$ cat config.mk
export PLATFORM = sky130hd
export DESIGN_NAME = uart_protocol_detect_deframer_top
export DESIGN_NICKNAME = d
export VERILOG_FILES = /design/src/rtl/core/updd_pkg.sv /design/src/rtl/core/uart_protocol_detect_deframer_top.sv /design/src/rtl/core/updd_engine.sv
export SDC_FILE = /design/constraint.sdc
export NUM_CORES = 1
export LEC_CHECK = 0
export BUFFER_PORTS_ARGS = -buffer_cell sky130_fd_sc_hd__buf_2
export CORE_UTILIZATION = 30
export CTS_BUF_LIST = sky130_fd_sc_hd__clkbuf_16
export CTS_CLUSTER_DIAMETER = 100
export CTS_CLUSTER_SIZE = 40
export DETAILED_ROUTE_END_ITERATION = 12
export MAX_ROUTING_LAYER = met4
export SLEW_MARGIN = 30
export SYNTH_ARGS = -nofsm -noshare
export SYNTH_HDL_FRONTEND = slang
export SYNTH_SLANG_ARGS = --single-unit
export TNS_END_PERCENT = 10
$ cat constraint.sdc
create_clock -name clk -period 4.8 [get_ports clk]
set_clock_uncertainty 0.1 [all_clocks]
set_input_delay 0.24 -clock clk [delete_from_list [all_inputs] [get_ports clk]]
set_output_delay 0.24 -clock clk [all_outputs]
set_load 0.005 [all_outputs]
$ cat src/rtl/core/updd_pkg.sv
// ----------------------------------------------------------------------------
// updd_pkg
// Shared types and constants for the UART protocol detector and deframer.
// ----------------------------------------------------------------------------
`default_nettype none

package updd_pkg;

    // input operations
    localparam logic [1:0] OP_TICK = 2'd0;
    localparam logic [1:0] OP_SEND = 2'd1;
    localparam logic [1:0] OP_RX   = 2'd2;

    // protocol codes, also used by the mode register
    localparam logic [1:0] PROTO_NONE = 2'd0;
    localparam logic [1:0] PROTO_I    = 2'd1;
    localparam logic [1:0] PROTO_S    = 2'd2;

    // probe phases
    localparam logic [1:0] PHASE_NONE   = 2'd0;
    localparam logic [1:0] PHASE_I_SENT = 2'd1;
    localparam logic [1:0] PHASE_S_SENT = 2'd2;

    // configuration register indexes
    localparam logic CFG_MODE    = 1'b0;
    localparam logic CFG_TIMEOUT = 1'b1;

    localparam logic [15:0] TIMEOUT_RESET = 16'd2000;

    localparam logic [7:0] REJ_FIRST   = 8'h15;
    localparam logic [7:0] REJ_SECOND  = 8'hEA;
    localparam logic [7:0] I_HEADER    = 8'h40;
    localparam logic [7:0] S_REG_SHORT_A = 8'h50;
    localparam logic [7:0] S_REG_SHORT_B = 8'h56;
    localparam logic [7:0] S_REG_53    = 8'h53;
    localparam logic [7:0] S_REG_54    = 8'h54;
    localparam logic [7:0] S_REG_55    = 8'h55;
    localparam logic [8:0] S_SHORT_LEN = 9'd6;
    localparam logic [8:0] S_LONG_LEN  = 9'd18;
    localparam logic [8:0] I_MIN_LEN   = 9'd3;

    typedef enum logic [2:0] {
        EV_PROBE_I  = 3'd0,
        EV_PROBE_S  = 3'd1,
        EV_RESOLVED = 3'd2,
        EV_BYTE     = 3'd3,
        EV_REJECT   = 3'd4,
        EV_HDR_ERR  = 3'd5
    } updd_event_t;

    typedef struct packed {
        updd_event_t ev;
        logic [1:0]  proto;
        logic [7:0]  registry;
        logic [7:0]  data;
        logic [8:0]  index;
        logic        last;
    } updd_res_t;

endpackage

`default_nettype wire

$ cat src/rtl/core/uart_protocol_detect_deframer_top.sv
// ----------------------------------------------------------------------------
// uart_protocol_detect_deframer_top
// UART protocol auto-detect and frame splitter with valid/ready channels.
// ----------------------------------------------------------------------------
// Takes one word per clock cycle while in_ready is high. Each accepted word sits
// in an input register, is decided by one pass of logic in updd_engine and lands
// in the result register, from which the result is presented, and at most one
// result comes from each word. Ticks, ignored send slots and
// absorbed header bytes give no result. While a result waits for out_ready the
// input register takes one more word, then in_ready drops until the result
// leaves. Write cfg_* only while no word is in flight.
`default_nettype none

module uart_protocol_detect_deframer_top
(
    input  wire logic        clk,
    input  wire logic        rst_n,
    input  wire logic        in_valid,
    output logic             in_ready,
    input  wire logic [1:0]  op,
    input  wire logic [7:0]  rx_byte,
    output logic             out_valid,
    input  wire logic        out_ready,
    output logic [2:0]       event_res,
    output logic [1:0]       protocol_now,
    output logic [7:0]       registry_id,
    output logic [7:0]       frame_data,
    output logic [8:0]       byte_index,
    output logic             frame_last,
    input  wire logic        cfg_write,
    input  wire logic        cfg_index,
    input  wire logic [15:0] cfg_data
);
    import updd_pkg::*;

    logic        in_valid_reg;
    logic [1:0]  op_reg;
    logic [7:0]  byte_reg;
    logic [1:0]  mode_reg;
    logic [15:0] timeout_reg;
    logic        out_valid_reg, out_valid_next;
    updd_res_t   res_reg;
    updd_res_t   res;
    logic        res_valid;
    logic        fire;
    logic        mode_write;

    assign fire       = in_valid_reg && (!out_valid_reg || out_ready);
    assign in_ready   = !in_valid_reg || fire;
    assign mode_write = cfg_write && cfg_index == CFG_MODE;

    updd_engine u_engine
    (
        .clk        (clk),
        .rst_n      (rst_n),
        .fire       (fire),
        .op         (op_reg),
        .rx_byte    (byte_reg),
        .mode       (mode_reg),
        .timeout    (timeout_reg),
        .mode_write (mode_write),
        .res_valid  (res_valid),
        .res        (res)
    );

    always_comb
    begin
        out_valid_next = out_valid_reg && !out_ready;
        if (fire)
        begin
            out_valid_next = res_valid;
        end
    end

    always_ff @(posedge clk or negedge rst_n)
    begin
        if (!rst_n)
        begin
            in_valid_reg  <= 1'b0;
            out_valid_reg <= 1'b0;
            mode_reg      <= PROTO_NONE;
            timeout_reg   <= TIMEOUT_RESET;
        end
        else
        begin
            if (in_ready)
            begin
                in_valid_reg <= in_valid;
            end
            out_valid_reg <= out_valid_next;
            if (mode_write)
            begin
                mode_reg <= cfg_data[1:0];
            end
            if (cfg_write && cfg_index == CFG_TIMEOUT)
            begin
                timeout_reg <= cfg_data;
            end
        end
    end

    always_ff @(posedge clk)
    begin
        if (in_ready && in_valid)
        begin
            op_reg   <= op;
            byte_reg <= rx_byte;
        end
        if (fire && res_valid)
        begin
            res_reg <= res;
        end
    end

    assign out_valid    = out_valid_reg;
    assign event_res    = res_reg.ev;
    assign protocol_now = res_reg.proto;
    assign registry_id  = res_reg.registry;
    assign frame_data   = res_reg.data;
    assign byte_index   = res_reg.index;
    assign frame_last   = res_reg.last;

endmodule

`default_nettype wire

$ cat src/rtl/core/updd_engine.sv
// ----------------------------------------------------------------------------
// updd_engine
// Detection and framing state with the single-pass decision logic for one word.
// ----------------------------------------------------------------------------
`default_nettype none

module updd_engine
(
    input  wire logic              clk,
    input  wire logic              rst_n,
    input  wire logic              fire,
    input  wire logic [1:0]        op,
    input  wire logic [7:0]        rx_byte,
    input  wire logic [1:0]        mode,
    input  wire logic [15:0]       timeout,
    input  wire logic              mode_write,
    output logic                   res_valid,
    output updd_pkg::updd_res_t    res
);
    import updd_pkg::*;

    logic [1:0]  proto_reg, proto_next;
    logic [1:0]  phase_reg, phase_next;
    logic [15:0] age_reg, age_next;
    logic [8:0]  count_reg, count_next;
    logic [8:0]  total_reg, total_next;
    logic [7:0]  head0_reg, head0_next;
    logic [7:0]  head1_reg, head1_next;

    logic [1:0]  proto_cur;
    logic [7:0]  h0;
    logic [7:0]  h1;
    logic [9:0]  count_inc;
    logic [8:0]  total_i;
    logic [8:0]  total_use;
    logic [9:0]  i_len;
    logic        is_s_reg;

    assign proto_cur = (mode == PROTO_I || mode == PROTO_S) ? mode : proto_reg;
    assign count_inc = {1'b0, count_reg} + 10'd1;
    assign h0        = (count_reg == 9'd0) ? rx_byte : head0_reg;
    assign h1        = (count_reg == 9'd1) ? rx_byte : head1_reg;
    assign i_len     = {2'b00, rx_byte} + 10'd2;
    // length byte of zero still makes a three-byte frame
    assign total_i   = (i_len < {1'b0, I_MIN_LEN}) ? I_MIN_LEN : i_len[8:0];
    assign is_s_reg  = h0 == S_REG_SHORT_A || h0 == S_REG_53 || h0 == S_REG_54
                    || h0 == S_REG_55 || h0 == S_REG_SHORT_B;

    always_comb
    begin
        proto_next = proto_reg;
        phase_next = phase_reg;
        age_next   = age_reg;
        count_next = count_reg;
        total_next = total_reg;
        head0_next = head0_reg;
        head1_next = head1_reg;
        res_valid  = 1'b0;
        res        = '{ev: EV_PROBE_I, proto: proto_cur, registry: 8'd0, data: 8'd0,
                       index: 9'd0, last: 1'b0};
        total_use  = total_reg;

        case (op)
            OP_TICK:
            begin
                if (age_reg != 16'hFFFF)
                begin
                    age_next = age_reg + 16'd1;
                end
            end
            OP_SEND:
            begin
                if (proto_cur == PROTO_NONE)
                begin
                    if (phase_reg == PHASE_NONE)
                    begin
                        phase_next = PHASE_I_SENT;
                        age_next   = 16'd0;
                        res_valid  = 1'b1;
                        res.ev     = EV_PROBE_I;
                    end
                    else if (age_reg > timeout)
                    begin
                        res_valid = 1'b1;
                        if (phase_reg == PHASE_I_SENT)
                        begin
                            phase_next = PHASE_S_SENT;
                            age_next   = 16'd0;
                            res.ev     = EV_PROBE_S;
                        end
                        else
                        begin
                            // second timeout falls back to I
                            proto_next = PROTO_I;
                            phase_next = PHASE_NONE;
                            count_next = 9'd0;
                            total_next = 9'd0;
                            res.ev     = EV_RESOLVED;
                            res.proto  = PROTO_I;
                        end
                    end
                end
            end
            OP_RX:
            begin
                if (proto_cur == PROTO_NONE)
                begin
                    if (phase_reg == PHASE_NONE)
                    begin
                        count_next = 9'd0;
                        total_next = 9'd0;
                    end
                    else if (count_reg < 9'd3)
                    begin
                        head0_next = h0;
                        head1_next = h1;
                        count_next = count_inc[8:0];
                        if (count_inc >= 10'd2 && h0 == REJ_FIRST && h1 == REJ_SECOND)
                        begin
                            res_valid  = 1'b1;
                            res.proto  = (phase_reg == PHASE_I_SENT) ? PROTO_S : PROTO_I;
                        end
                        else if (count_inc >= 10'd3 && h0 == I_HEADER)
                        begin
                            res_valid = 1'b1;
                            res.proto = PROTO_I;
                        end
                        else if (phase_reg == PHASE_S_SENT && is_s_reg)
                        begin
                            res_valid = 1'b1;
                            res.proto = PROTO_S;
                        end
                        if (res_valid)
                        begin
                            res.ev     = EV_RESOLVED;
                            proto_next = res.proto;
                            phase_next = PHASE_NONE;
                            count_next = 9'd0;
                            total_next = 9'd0;
                        end
                    end
                end
                else if (count_reg == 9'd0)
                begin
                    head0_next = rx_byte;
                    count_next = 9'd1;
                    total_next = (rx_byte == S_REG_SHORT_A || rx_byte == S_REG_SHORT_B)
                               ? S_SHORT_LEN : S_LONG_LEN;
                end
                else if (count_reg == 9'd1 && head0_reg == REJ_FIRST && rx_byte == REJ_SECOND)
                begin
                    count_next = 9'd0;
                    total_next = 9'd0;
                    res_valid  = 1'b1;
                    res.ev     = EV_REJECT;
                end
                else if (proto_cur == PROTO_I && count_reg == 9'd1)
                begin
                    head1_next = rx_byte;
                    count_next = 9'd2;
                end
                else if (proto_cur == PROTO_I && count_reg == 9'd2 && head0_reg != I_HEADER)
                begin
                    count_next = 9'd0;
                    total_next = 9'd0;
                    res_valid  = 1'b1;
                    res.ev     = EV_HDR_ERR;
                end
                else
                begin
                    // frame byte: I frames take the length at index two
                    if (proto_cur == PROTO_I && count_reg == 9'd2)
                    begin
                        total_use = total_i;
                    end
                    res_valid    = 1'b1;
                    res.ev       = EV_BYTE;
                    res.registry = (proto_cur == PROTO_S) ? head0_reg : head1_reg;
                    res.data     = rx_byte;
                    res.index    = count_reg;
                    res.last     = count_inc >= {1'b0, total_use};
                    if (res.last)
                    begin
                        count_next = 9'd0;
                        total_next = 9'd0;
                    end
                    else
                    begin
                        count_next = count_inc[8:0];
                        total_next = total_use;
                    end
                end
            end
            default:
            begin
            end
        endcase
    end

    always_ff @(posedge clk or negedge rst_n)
    begin
        if (!rst_n)
        begin
            proto_reg <= PROTO_NONE;
            phase_reg <= PHASE_NONE;
            age_reg   <= 16'd0;
            count_reg <= 9'd0;
            total_reg <= 9'd0;
        end
        else if (mode_write)
        begin
            count_reg <= 9'd0;
            total_reg <= 9'd0;
        end
        else if (fire)
        begin
            proto_reg <= proto_next;
            phase_reg <= phase_next;
            age_reg   <= age_next;
            count_reg <= count_next;
            total_reg <= total_next;
        end
    end

    // header bytes are only read after being written in the same frame
    always_ff @(posedge clk)
    begin
        if (fire)
        begin
            head0_reg <= head0_next;
            head1_reg <= head1_next;
        end
    end

endmodule

`default_nettype wire
=== Yosys cells after proc, flatten, opt, wreduce, memory -nomap -nowiden ===
Cells that the tools add are included.

* Add/sub/neg operators: 3
* Magnitude comparators: 6
* Equality and inequality tests: 46
* Mux-type cells: 112
* Bitwise operators: 3
* Reduce and logical (&&, ||, !) cells: 43

{| class="wikitable"
|+ Operators with widths
! operator !! count
|-
| $mux 9 || 34
|-
| $mux 8 || 12
|-
| $mux 16 || 5
|-
| $eq 8x7->1 const B || 8
|-
| $mux 2 || 26
|-
| $pmux 9 s2 || 2
|-
| $pmux 16 s2 || 1
|-
| $reduce_and 7->1 || 3
|-
| $ge 10x2->1 const B || 2
|-
| $mux 5 || 4
|-
| $mux 3 || 6
|-
| $reduce_and 9->1 || 2
|-
| $mux 1 || 17
|-
| $add 16x1->16 const B || 1
|-
| $eq 8x5->1 const B || 2
|-
| $eq 8x8->1 const B || 2
|-
| $gt 16x16->1 || 1
|-
| $ne 16x16->1 const B || 1
|-
| $logic_and 1x1->1 || 15
|-
| $ne 2x2->1 const B || 7
|-
| $ne 2x1->1 const B || 6
|-
| $reduce_and 11->1 || 1
|-
| $add 9x1->10 const B || 1
|-
| $ge 10x9->1 || 1
|-
| 26 further kinds || 53
|}

* Register bits after elaboration: 115
* Input port bits: 32
* Output and inout port bits: 33
* Word-level logic and storage cells: 232

=== Longest topological paths before layout ===
Gate-level depths: netlist of run 1.

* Depth in word-level cells: 22
* Gate-level depth with buffers: 17
* Gate-level depth less buffers: 15

=== Cells and area by module ===
A second synthesis of run 1 with hierarchy kept.

* Cells, all modules: 690
* Area, all modules: 6,855.3 um^2

{| class="wikitable"
|+ Modules (own cells, without submodules)
! module !! times used !! cells an instance !! area an instance (um^2) !! sequential area each (um^2)
|-
| updd_engine || 1 || 599 || 4,843.4 || 1,431.4
|-
| uart_protocol_detect_deframer_top || 1 || 91 || 2,011.9 || 1,739.2
|}

=== Least setup slack after synthesis of run 1 ===
No wires, ideal clock.

* Path kind: register -> register
* Start point: reg u_engine.count_reg[7]
* End point: reg res_reg, in the netlist byte_index[0], enable pin
* Library setup time: 0.438 ns
* Data arrival time: 4.014 ns
* Data required time: 4.262 ns
* Setup slack: 0.248 ns
* Cell stages (with the launch flop): 8
* Buffers on the path: 0
* Period minus slack after synthesis: 4.552 ns
* Cell sequence: dfrtp_1 nor4_4 nand3_1 o41ai_1 a211oi_1 a21oi_1 nand4_1 a31oi_1

* Longest elaborated chain between the ends: 20
* Elaborated cells between the ends (all ways): 42
* Classes of those cells: 1 x add/sub; 3 x order compare; 9 x eq/ne; 16 x mux; 13 x reduce/logical

{| class="wikitable"
|+ Ends and longest elaborated chain
! item !! line !! text
|-
| start: declaration || updd_engine.sv:25 || <nowiki>logic [8:0] count_reg, count_next;</nowiki>
|-
| start signal: assignment || updd_engine.sv:220 || <nowiki>count_reg <= count_next;</nowiki>
|-
| parallel branches: the longest is 17 deep, another holds $add 9x1->10 || - ||
|-
| $mux 1 * || updd_engine.sv:106 || <nowiki>if (proto_cur == PROTO_NONE)</nowiki>
|-
| $pmux 1 s2 * || updd_engine.sv:63 || <nowiki>case (op)</nowiki>
|-
| $logic_and 1x1->1 * || uart_protocol_detect_deframer_top.sv:109 || <nowiki>if (fire && res_valid)</nowiki>
|-
| end signal: assignment || uart_protocol_detect_deframer_top.sv:111 || <nowiki>res_reg <= res;</nowiki>
|-
| end: declaration || uart_protocol_detect_deframer_top.sv:42 || <nowiki>updd_res_t res_reg;</nowiki>
|}

Mark *: on every way between the ends. The select of a mux whose other input is x is not followed.
A chain may end at the register's enable or synchronous reset.

=== Worst setup path after layout of run 1 ===
* Start point: reg byte_reg[3]
* End point: reg u_engine.total_reg[2]

* Longest elaborated chain between the ends: 20
* Elaborated cells between the ends (all ways): 54
* Classes of those cells: 1 x add/sub; 2 x order compare; 13 x eq/ne; 27 x mux; 11 x reduce/logical

{| class="wikitable"
|+ Ends and longest elaborated chain
! item !! line !! text
|-
| start: declaration || uart_protocol_detect_deframer_top.sv:38 || <nowiki>logic [7:0] byte_reg;</nowiki>
|-
| start signal: assignment || uart_protocol_detect_deframer_top.sv:107 || <nowiki>byte_reg <= rx_byte;</nowiki>
|-
| $add 8x2->9 || updd_engine.sv:43 || <nowiki>assign i_len = {2'b00, rx_byte} + 10'd2;</nowiki>
|-
| $lt 10x2->1 || updd_engine.sv:45 || <nowiki>assign total_i = (i_len < {1'b0, I_MIN_LEN}) ? I_MIN_LEN : i_len[8:0];</nowiki>
|-
| $mux 9 || updd_engine.sv:45 ||
|-
| $mux 9 || updd_engine.sv:172 || <nowiki>if (proto_cur == PROTO_I && count_reg == 9'd2)</nowiki>
|-
| $mux 9 || updd_engine.sv:162 || <nowiki>else if (proto_cur == PROTO_I && count_reg == 9'd2 && head0_reg != I_HEADER)</nowiki>
|-
| $mux 9 || updd_engine.sv:157 || <nowiki>else if (proto_cur == PROTO_I && count_reg == 9'd1)</nowiki>
|-
| $mux 9 || updd_engine.sv:150 || <nowiki>else if (count_reg == 9'd1 && head0_reg == REJ_FIRST && rx_byte == REJ_SECOND)</nowiki>
|-
| $mux 9 || updd_engine.sv:143 || <nowiki>else if (count_reg == 9'd0)</nowiki>
|-
| [... 4 more ...] || - ||
|-
| $mux 9 || updd_engine.sv:162 ||
|-
| $mux 9 || updd_engine.sv:157 ||
|-
| $mux 9 || updd_engine.sv:150 ||
|-
| $mux 9 || updd_engine.sv:143 ||
|-
| $mux 9 || updd_engine.sv:106 ||
|-
| $pmux 9 s2 || updd_engine.sv:63 ||
|-
| $mux 9 || updd_engine.sv:215 || <nowiki>else if (fire)</nowiki>
|-
| $mux 9 || updd_engine.sv:210 || <nowiki>else if (mode_write)</nowiki>
|-
| end signal: assignment || updd_engine.sv:221 || <nowiki>total_reg <= total_next;</nowiki>
|-
| end: declaration || updd_engine.sv:26 || <nowiki>logic [8:0] total_reg, total_next;</nowiki>
|}

Parallel ways exist; a longest one is shown, timed or not. The select of a mux whose other input is x is not followed.

==> flow_summary.ini, run 1 <==
[synthesis]
synthCells = 694
synth_area_leaders = edfxtp_1 25%, dfrtp_1 19%, mux2_2 6.6%, ha_1 6.3%, nor2_1 3.7%
synthSimpleGateAreaFrac = 0.203
synth-compound-area-share = 0.117
synth_top_area_frac = 0.245
syn_area_um2 = 6980
yosysSeqAreaShare = 0.454
ys_types = 69
ys_seq_elements = 115
yosysTopAreaCell = edfxtp_1
synthAdderAreaFrac = 0.0656
syn_nets = 761
synth_top_family_by_area = simple AND/OR/NAND/NOR gates
synth_xor_xnor_area_share = 0.0326
post-synth-top-count-cell = nor2_1
ys_top_cells_by_count = 69 x nor2_1, 57 x edfxtp_1, 53 x nand2_1
synthMuxAreaShare = 0.0907
synth-edff-count = 57
ys_async_sr_fraction = 0.504
synth_warnings = 0
syn_area_per_cell_um2 = 10.1
synth-main-ff-cell = edfxtp_1

[timing]
tns_ns = 0
slew_violations = 0
fin_ws_ns = 0.261
rsz0062_at_grt = no
period_minus_slack_ns = 4.54
relSlewSlack = 0.437
worst_pin_slew_ns = 0.841
hold_violations = 0
setup_violations = 0
max_freq_ghz = 0.220
period_share = 0.946

[global_route]
grt_pass1_vias = 5563
grt_start_max_net_pins = 59
antenna_found_initial = 0
grt_first_pass_wirelength_um = 29600
grt_use_total = 0.165
gr-total-overflow = 0

[clocking]
cts_setup_buffers = 0
cts_tree = yes
cts-buffers-inserted = 17
clkTransAtPathRegs_ns = 0.06
cts.sinks = 115
worstSkewPairLatency_ns = 0.42
root_buffer = clkbuf_16
ctsHtreeMaxLevel = 4
clockBufferDepth = 2

[setup_path]
startpoint_type = flop
worstPathCellList = nand3_1 > nor2_2 > mux2_2 > o41ai_1 > o22a_1 > ha_1 > nand2b_1 > a2111oi_0 > o21ai_0 > a21oi_1 > o21ai_1 > or3b_2 > o21ai_0 > mux2_2
max_stage_delay_ns = 0.61
cp_slowest_cell = edfxtp_1
crit_type = reg -> reg
crit_path_end_kind = flop
arrival_ns = 4.80
path_max_fanout = 13
r2r_end = u_engine.total_reg[2]$_DFFE_PN0P_
r2r-start = byte_reg[3]$_DFFE_PP_
worst-r2r-cell-count = 14
rrSetupSlack_ns = 0.26
critPathTopFamily = compound AO/OA/AOI/OAI gates
crit_required_ns = 5.06
crit_buf_inv = 0

[floorplan]
start_util = 0.307
ioPinCount = 65
core_um2 = 22700
rows = 55
dieArea_um2 = 23900
die_x_um = 154
die-height_um = 154

[route]
drc = 0
dr.pass1.iters = 5
first_iter_violations = 388
vias = 5580
ant_nets = 0
viasPerCell = 5.14
wirelength_um = 18100
wl_per_cell_um = 16.6

[run]
drv_cap = 0

[layout]
syn2layout_area_growth_pct = 22.5
antenna_cells = 0
num-fill-cells = 2283
final_net_count = 855
register_area_um2 = 3170
drive_above_1_share = 0.216
multi_input_area_um2 = 3580

[placed_design]
portBuffers = 64
gp_congestion = 0.911
dp_slack_ns = 0.255
dp_hpwl_um = 13100

[hold_path]
hp-class = in -> reg
hold_path_end = mode_reg[1]$_DFFE_PN0P_
hold-path-cell-count = 4
min_from = cfg_index

[pwr]
vdd_drop_max_v = 0.000217
power_density_nw_per_um2 = 335
p_leak_nw = 3.52

[outcome]
status = finished, final reports clean
[area by class of cell]
cell class              instances  share of cell area
clock inverters                15              0.0182
multi-input cells             514               0.419
inverters                      32              0.0141
flip-flops and latches        115               0.371
well taps                     285              0.0417
clock buffers                  17              0.0498
repair buffers                108              0.0861
[tightest hold or removal path: cells and delay by family]
family | cells | cell delay (ns)
AO/OA/AOI/OAI | 1 | 0.06
buffers and inverters | 1 | 0.09
AND/OR/NAND/NOR | 2 | 0.12
[cell usage in the layout (no fill, tap or decap), drive strengths merged, types with 7 or more instances in the layout]
| master | synthesis | layout |
|---|---|---|
| nor4 | 8 | 8 |
| nor2 | 70 | 70 |
| o21ai | 31 | 31 |
| clkbuf | 28 | 17 |
| a211oi | 7 | 7 |
| mux2i | 16 | 16 |
| o21a | 8 | 8 |
| mux2 | 42 | 42 |
| and2 | 20 | 20 |
| nand2b | 10 | 10 |
| nand2 | 53 | 53 |
| buf | 5 | 79 |
| nor2b | 17 | 17 |
| xnor2 | 11 | 11 |
| inv | 32 | 36 |
| and3 | 10 | 10 |
| edfxtp | 57 | 57 |
| nand3 | 28 | 28 |
| ha | 35 | 35 |
| dfrtp | 52 | 52 |
| nor3 | 16 | 16 |
| a21oi | 21 | 21 |
| a31oi | 8 | 8 |
| nand4 | 16 | 16 |
| xor2 | 15 | 15 |
| dlygate4sd3 | 0 | 29 |
[stage by stage]
step	std cells	hold WS (ns)	util	cell area [µm²]	total power, W
6_report	1086	0.0450	0.376	8540	0.00286
5_1_grt	1086	0.0933	0.376	8540	0.00300
4_1_cts	1086	0.0265	0.376	8540	0.00288
3_5_place_dp	1025	0.319	0.338	7670	0.00159
3_3_place_gp	1025	0.319	0.338	7670	0.00158
2_1_floorplan	694	-0.156	-	6980	0.00147
[report_power, final]
| part | leakage [nW] | switching, W | total [W] | internal (W) |
|---|---|---|---|---|
| combinational | 1.96 | 0.000226 | 0.000408 | 0.000182 |
| clock | 0.272 | 0.000500 | 0.00127 | 0.000766 |
| sequential | 1.29 | 0.0000842 | 0.00119 | 0.00111 |
| total | 3.52 | 0.000810 | 0.00286 | 0.00205 |
[worst max path at each step]
| stage | slack, ns | end | depth (start not counted) | from |
|---|---|---|---|---|
| floorplan | 0.25 | byte_index[0]$_SDFFCE_PP0P_ | 7 | u_engine.count_reg[7]$_DFFE_PN0P_ |
| global placement | 0.50 | u_engine.total_reg[4]$_DFFE_PN0P_ | 14 | byte_reg[3]$_DFFE_PP_ |
| detailed placement | 0.25 | u_engine.count_reg[6]$_DFFE_PN0P_ | 14 | byte_reg[3]$_DFFE_PP_ |
| CTS | 0.23 | u_engine.count_reg[6]$_DFFE_PN0P_ | 14 | byte_reg[3]$_DFFE_PP_ |
| global route | 0.02 | u_engine.total_reg[4]$_DFFE_PN0P_ | 14 | byte_reg[3]$_DFFE_PP_ |
| finish | 0.26 | u_engine.total_reg[2]$_DFFE_PN0P_ | 14 | byte_reg[3]$_DFFE_PP_ |
[cell families (layout without fill, tap and decap cells)]
logic type      Yosys count  count (layout)
simple gates            274             274
compound gates          119             119
flops                   115             115
buf+inv                  65             172
mux                      58              58
fa+ha+maj                37              37
xor+xnor                 26              26
[layer usage]
metal,vias to the layer above,global-route usage,part of all wire
li1,2721,-,-
met1,2676,0.208,0.47
met2,159,0.258,0.46
met3,24,0.0406,0.052
met4,0,0.0547,0.016
met5,-,-,0
[what timing repair did]
| action | 4_1_cts | 5_1_grt |
|---|---|---|
| endpoints found under the setup margin | 0 | 4 |
| gates resized for setup | 0 | 2 |
| endpoints found under the hold margin | 81 | 0 |
| hold buffers | 29 | 0 |
(Power assumes the default switching activity.)
==> run 2: changes to the inputs <==
PLACE_DENSITY_LB_ADDON = 0.05   (was default)
==> run 2 against run 1 <==
Sequential power hardly changed. Flip-flop and latch count did not move. Die area unchanged. Register-to-register slack better by 0.09 ns. Via count up 1.1%. Highest routed layer unchanged. Global-route usage grew 1.8 points. Clock-buffer cell count unchanged.
==> flow_summary.ini, run 2 (same netlist as run 1, synthesis figures left out) <==
[outcome]
status = finished, final reports clean

[layout]
stdcell_count = 1087
final_cell_mix = 69 x nor2_1, 64 x buf_2, 57 x edfxtp_1, 53 x nand2_1, 52 x dfrtp_1
layout_commonest_cell = nor2_1
drive_above_1_share = 0.218
num-fill-cells = 2265
design_area_um2 = 8510
syn2layout_area_growth_pct = 22.0
antenna_cells = 0
final_net_count = 856

[route]
vias = 5640
viasPerCell = 5.19
ant_nets = 0
wirelength_um = 20100
dr.pass1.iters = 4
first_iter_violations = 429
drc = 0
wl_per_cell_um = 18.5

[hold_path]
hp-class = in -> reg
min_from = cfg_index
hold-path-cell-count = 4
hold_path_end = mode_reg[0]$_DFFE_PN0P_

[global_route]
gr-total-overflow = 0
grt_pass1_vias = 5610
antenna_found_initial = 0
grt_use_total = 0.183
grt_start_max_net_pins = 59
grt_first_pass_wirelength_um = 32300

[floorplan]
start_util = 0.307
die-height_um = 154
ioPinCount = 65
rows = 55
dieArea_um2 = 23900
die_x_um = 154
core_um2 = 22700

[setup_path]
arrival_ns = 4.71
crit_path_end_kind = flop
crit_type = reg -> reg
worst-r2r-cell-count = 15
r2r_end = u_engine.total_reg[2]$_DFFE_PN0P_
r2r-start = byte_reg[2]$_DFFE_PP_
rrSetupSlack_ns = 0.35
crit_required_ns = 5.06
startpoint_type = flop
path_max_fanout = 8

[placed_design]
dp.cells = 1027
dp_hpwl_um = 14800
portBuffers = 64
gp_congestion = 0.855
dpl_cell_area_um2 = 7670

[timing]
worst_pin_slew_ns = 0.888
tns_ns = 0
setup_violations = 0
period_share = 0.928
hold_violations = 0
rsz0062_at_grt = no
slew_violations = 0
max_freq_ghz = 0.225
period_minus_slack_ns = 4.45
whs_ns = 0.0183
relSlewSlack = 0.405

[run]
drv_cap = 0

[clocking]
cts_resized = 0
clockBufferDepth = 2
ctsHtreeMaxLevel = 4
cts_tree = yes
hold_buffers = 28
cts_setup_buffers = 0
cts.sinks = 115
root_buffer = clkbuf_16
cts-buffers-inserted = 17
worstSkewPairLatency_ns = 0.42
clkTransAtPathRegs_ns = 0.06

[pwr]
p_leak_nw = 3.52
power_density_nw_per_um2 = 333
vdd_drop_max_v = 0.000186
total_power_w = 0.00283
run 2: critical path: stages, from the launching register on:
cell and delay (ns):
edfxtp_1 0.49, ha_1 0.30, nand3_1 0.11, xnor2_1 0.16
or3_1 0.35, o41ai_1 0.43, o22a_1 0.24, ha_1 0.22
nand2b_1 0.14, a2111oi_0 0.38, o21ai_0 0.16, a21oi_1 0.15
o21ai_1 0.21, or3b_2 0.60, o21ai_0 0.18, mux2_2 0.16
run 2: cell type report:
type	instances	area, µm²	share of cell area
tap	285	357	0.0419
multi-input combinational	514	3580	0.421
clock inverter	15	131	0.0154
timing repair buffer	109	728	0.0856
sequential	115	3170	0.372
inverter	32	120	0.0141
clock buffer	17	425	0.0500
run 2: worst max path at each step:
stage / startpoint / endpoint / slack (ns)
after floorplan: u_engine.count_reg[7]$_DFFE_PN0P_ / byte_index[0]$_SDFFCE_PP0P_ / 0.25
after global placement: byte_reg[2]$_DFFE_PP_ / u_engine.total_reg[4]$_DFFE_PN0P_ / 0.55
after detailed placement: byte_reg[2]$_DFFE_PP_ / u_engine.total_reg[2]$_DFFE_PN0P_ / 0.41
after CTS: byte_reg[2]$_DFFE_PP_ / u_engine.total_reg[2]$_DFFE_PN0P_ / 0.38
after global routing: byte_reg[2]$_DFFE_PP_ / u_engine.total_reg[2]$_DFFE_PN0P_ / 0.03
final: byte_reg[2]$_DFFE_PP_ / u_engine.total_reg[2]$_DFFE_PN0P_ / 0.35
run 2: metal layers:
metal	vias up	part of all wire	global-route usage	routed length (µm)
met1	2768	0.51	0.258	10300
met5	-	0	-	0
met4	0	0.0097	0.0589	195
met3	16	0.034	0.0300	679
li1	2724	-	-	-
met2	132	0.44	0.266	8910
run 2: per-stage QoR:
| stage | setup WS, ns | util |
|---|---|---|
| after floorplan | 0.248 | - |
| after global placement | 0.546 | 0.338 |
| after detailed placement | 0.411 | 0.338 |
| after CTS | 0.377 | 0.375 |
| after global routing | 0.0303 | 0.375 |
| final | 0.346 | 0.375 |
run 2: power by group:
| part | leakage (nW) | internal (W) | switching (W) |
|---|---|---|---|
| sequential | 1.29 | 0.00111 | 0.0000801 |
| combinational | 1.96 | 0.000184 | 0.000241 |
| clock | 0.264 | 0.000714 | 0.000509 |
